--- src/rtl/block_arena_allocator_unit_defines.svh ---
// Assertion macros for the block arena allocator.
`ifndef BLOCK_ARENA_ALLOCATOR_UNIT_DEFINES_SVH
`define BLOCK_ARENA_ALLOCATOR_UNIT_DEFINES_SVH

// Same-cycle implication, sampled on clk, off during reset.
`define BAAU_ASSERT_SAME(label, ante, cons, msg) \
    label: assert property (@(posedge clk) disable iff (!rst_n) (ante) |-> (cons)) \
        else $error(msg);

// Next-cycle implication, sampled on clk, off during reset.
`define BAAU_ASSERT_NEXT(label, ante, cons, msg) \
    label: assert property (@(posedge clk) disable iff (!rst_n) (ante) |=> (cons)) \
        else $error(msg);

`endif

--- src/rtl/baau_ram.sv ---
// Generic single-write, single-read RAM with registered read data.
module baau_ram #(
    parameter int WIDTH = 8,
    parameter int DEPTH = 256
) (
    input  logic                                   clk,
    input  logic                                   we,
    input  logic [(DEPTH > 1 ? $clog2(DEPTH) : 1)-1:0] waddr,
    input  logic [WIDTH-1:0]                       wdata,
    input  logic                                   re,
    input  logic [(DEPTH > 1 ? $clog2(DEPTH) : 1)-1:0] raddr,
    output logic [WIDTH-1:0]                       rdata
);

    logic [WIDTH-1:0] mem [DEPTH];

    always_ff @(posedge clk)
    begin
        if (we)
        begin
            mem[waddr] <= wdata;
        end
        if (re)
        begin
            rdata <= mem[raddr];
        end
    end

endmodule

--- config.mk ---
export PLATFORM = sky130hd
export DESIGN_NAME = baau_ram
export DESIGN_NICKNAME = d
export VERILOG_FILES = /design/src/rtl/block_arena_allocator_unit_defines.svh /design/src/rtl/baau_ram.sv
export SDC_FILE = /design/constraint.sdc
export NUM_CORES = 2
export LEC_CHECK = 0
export BUFFER_PORTS_ARGS = -buffer_cell sky130_fd_sc_hd__buf_2
export CORE_MARGIN = 3
export CORE_UTILIZATION = 30
export DETAILED_ROUTE_END_ITERATION = 6
export PLACE_DENSITY = 0.43
export SYNTH_ARGS = -nofsm -noshare
export SYNTH_HDL_FRONTEND = slang
export SYNTH_SLANG_ARGS = --single-unit
export TNS_END_PERCENT = 20
--- constraint.sdc ---
create_clock -name clk -period 3 [get_ports clk]
set_input_delay 0.3 -clock clk [delete_from_list [all_inputs] [get_ports clk]]
set_output_delay 0.3 -clock clk [all_outputs]
set_load 0.02 [all_outputs]
# Word-level counts from Yosys, hierarchy flattened
# Memory sizes are Yosys's and may differ from the RTL's. A register that Yosys moved wholly into a read port is not among the register bits.
# Cells that the tools add are included.
# word_totals
register_bits	0
in_bits	27
output_inout_bits	8
mem_count	1
elab_cells	3
ram_bits	2048
# memory_table
memory	words	word_bits	read_ports	rd_clocked_by_memory_dff	wr	line_no	source
mem	256	8	1	1	1	baau_ram.sv:15	logic [WIDTH-1:0] mem [DEPTH];
# classes
mux	2
# ops
cell	count
1-bit 2-to-1 mux	2

# Depth between registers and ports, before layout
# depth
word_depth	2
mapped_depth	11
ltp_nobuf	6

# Worst setup path after synthesis
# OpenSTA, ideal clock, no wires.
# synth_path
kind	input to register
from	in raddr[0] (netlist name)
to	reg rdata[2] (read register of mem) (data pin)
path_buffers	4
stages	9
slack_ns	0.624
t_required_ns	2.731
setup_ns	0.269
arrival_time_ns	2.107
cell_sequence	buf_6 buf_12 buf_8 buf_2 mux4_2 a22oi_1 a21oi_1 nor4_1 nor4_2
# synth_rtl
element	line_no	source
start, declared	baau_ram.sv:11	input logic [(DEPTH > 1 ? $clog2(DEPTH) : 1)-1:0] raddr,
end, declared	baau_ram.sv:12	output logic [WIDTH-1:0] rdata

==> impl_results.md <==
- Fin. max-slew vios: 0
- Register bit count reported by yosys: roughly 2100
- Commonest cells in the netlist: 2056 x edfxtp_1, 454 x mux4_2, 282 x nor2_1, 134 x mux2i_1, 133 x a22oi_1
- Worst setup path category: flip-flop to flip-flop
- TritonCTS clock tree: done
- CP Launch Point: mem[138][0]$_DFFE_PP_
- Post-Syn Instances: 3733
- DRC Markers: 0
- Fin crit share: 0.920
- H-tree depth: 4
- Worst vdd ir: 0.000617 V
- Final setup violation count: 0
- Core area: 263000 µm²
- TritonCTS buffer count: 220
- Critical Path Fanout Max: 1
- Clock buffer depth: 3
- First-pass GRT wire length: between 300000 and 400000 µm
- Port bufs: 34
- Worst endpoint data arrival time: between 3 and 4 ns
- Outcome: finished clean
- Worst skew pair latency: between 0.8 and 0.9 ns
- Routed length per instance: between 20 and 30 µm
- Yosys top cell by area: edfxtp_1
- Syn nets: around 3800
- Initial Util: 0.303
- Register area share after synthesis: 0.775
- Total of max-cap violations: 0
- Post-layout min period: approximately 2.8 ns
- Synth unique cells: 54
- Initial DRC count: around 3600
- Worst Tran Pin Value: roughly 0.92 ns
- Net count reported at finish: approximately 4400
- Cell Area, Synth: 79600 µm²
- Top-count cell post-synth: edfxtp_1
- Routed WL: roughly 230000 µm
- Full die area: 272000 µm²
- Vias/cell: 4.95
- Fmax: about 0.36 GHz
- Switching Fraction: 0.219
- Clock network fraction of design power: 0.425
- Cell Pwr Density: roughly 640 nW/µm²
- Die X-Extent: about 520 µm
- Internal: 47.7 mW
- Psw: 13.4 mW
- Post-synth EDFFs: about 2100
- Fillers: about 24000
- Ranking of synthesized cells by area: edfxtp_1 78%, mux4_2 13%, mux2i_1 1.7%
- Initial antenna violation count: 18
- DR vias: approximately 40000
- CP max stage cell: nor3_1
- Max Clock Skew: 0.0652 ns
- Setup TNS: 0 ns
- Syn-to-layout area delta: 19.9%
- Async set or reset register ratio after synthesis: 0
- Final GP Congestion: 0.811
- RSZ-0062 raised after global routing: no
- Top FF cell, synth: edfxtp_1
- Critical Path RT: between 3 and 4 ns
- Antenna-violating nets left: 0
- Most frequent cell on the critical path: mux4_2
- Fin util: 0.363
- Postcts setup bufs: 0
- Hold Crit Class: input pin to flip-flop
- CP Capture Type: flip-flop
- Leakage: 30.3 nW
- Final hold vios: 0
- Largest net degree at the start of global routing: 92
- Gate power share: 0.056
- Clk pin slew, worst setup/hold paths: ~0.06 ns
- Startpoint types: flip-flop
- Share of cells above drive strength 1: 0.315
- CP max stage delay: 0.57 ns
- All-layer global routing usage: 0.168
- Top delay family on crit path: multiplexers
- Row count: approximately 190
- Syn avg cell area: 21.3 µm²
- Number of global-route vias before repair: 41500
- Die height: roughly 520 µm
- DP HPWL: ~150000 µm
- I/O Pins: 35
- Buf/Inv on CP: 1
- CTS root buf: clkbuf_16
- TritonCTS sink count: ~2100
- CP Cell Sequence: mux4_2, mux4_2, nor2_1, a2111oi_0, nor3_1, buf_4, nor4_2
- Top-area cell type share of the netlist area: 0.775
- Worst R2R Start: mem[138][0]$_DFFE_PP_
- Drt first pass iters: 5
- Part of the power in registers: 0.520
- Yosys warns: 0
- Hold_sp: waddr[1]
- Relative slew slack: 0.385
- Grt total ovfl: 0
per-layer routing:
metal / GRT usage / vias to the layer above / routed length [µm]
met5: 0 / - / 13
met4: 0.0503 / 2 / 6850
met3: 0.0325 / 302 / 12500
met2: 0.270 / 1036 / 110000
met1: 0.230 / 21600 / 100000
li1: - / 17100 / -
area by class of cell:
class | instances | area, µm² | area share
diodes | 4 | 10.0 | 0.000105
clock buffers | 274 | 5770 | 0.0604
clock inverters | 121 | 1060 | 0.0111
inverters | 2 | 7.51 | 0.0000786
multi-input cells | 1442 | 16600 | 0.173
flip-flops and latches | 2056 | 61700 | 0.646
well taps | 3515 | 4400 | 0.0461
repair buffers | 670 | 5960 | 0.0624
through the flow:
step / cell area, µm² / std cells / total power [mW] / hold WS, ns / setup WS [ns]
3_5_place_dp: 88600 / 7676 / 35.8 / 0.723 / -0.848
5_1_grt: 95500 / 8081 / 63.2 / 0.147 / 0.159
4_1_cts: 95500 / 8080 / 61.9 / 0.0880 / 0.195
6_report: 95500 / 8084 / 61.0 / 0.175 / 0.240
2_1_floorplan: 79600 / 3733 / 33.9 / 0.399 / 0.624
3_3_place_gp: 88500 / 7674 / 35.8 / 0.727 / -1.18
final timing paths:
kind	to	slack, ns	cells past startpoint
max	rdata[0]$_DFFE_PP_	0.24	7
min	mem[151][5]$_DFFE_PP_	0.17	4
max reg2reg	rdata[0]$_DFFE_PP_	0.24	7
min reg2reg	rdata[3]$_DFFE_PP_	1.12	6
sequential cells by signal, indices dropped and copies added (netlist names):
name   count
mem     2048
rdata      8
cell families after synthesis:
| kind of cell | after synthesis | share of synthesized area |
|---|---|---|
| DFF | 2056 | 0.775 |
| muxes | 591 | 0.146 |
| and+or+nand+nor | 466 | 0.0263 |
| AOI/OAI and AO/OA | 385 | 0.0342 |
| buffers and inverters | 235 | 0.0183 |
layout by cell type, fill, tap and decap left out, drive strengths merged, types with 28 or more instances in the layout:
| cell | instances |
|---|---|
| mux2i | 134 |
| nor2 | 282 |
| o22ai | 28 |
| a21oi | 96 |
| edfxtp | 2056 |
| a22oi | 133 |
| clkbuf | 274 |
| nor2b | 31 |
| clkinv | 94 |
| mux4 | 456 |
| o221ai | 47 |
| buf | 661 |
| nand2 | 33 |
| nand3 | 34 |
timing repair:
action / 4_1_cts / 5_1_grt
endpoints found under the setup margin: 1 / 0
hold buffers: 9 / 0
resized for setup: 1 / 0
endpoints found under the hold margin: 382 / 0
power by group through the flow:
| stage | Clock (mW) | Combinational (mW) | Sequential (mW) |
|---|---|---|---|
| 3_5_place_dp | 0 | 3.46 | 32.3 |
| 4_1_cts | 26.7 | 3.48 | 31.7 |
| 3_3_place_gp | 0 | 3.45 | 32.3 |
| 5_1_grt | 27.9 | 3.61 | 31.7 |
| 2_1_floorplan | 0 | 1.54 | 32.3 |
| 6_report | 25.9 | 3.39 | 31.7 |
worst min-delay path: cells and delay by family:
family,cells,cell delay [ns]
buffers and inverters,2,0.35
AND/OR/NAND/NOR,2,0.20
Note: power is estimated with default switching activity, not from simulation.
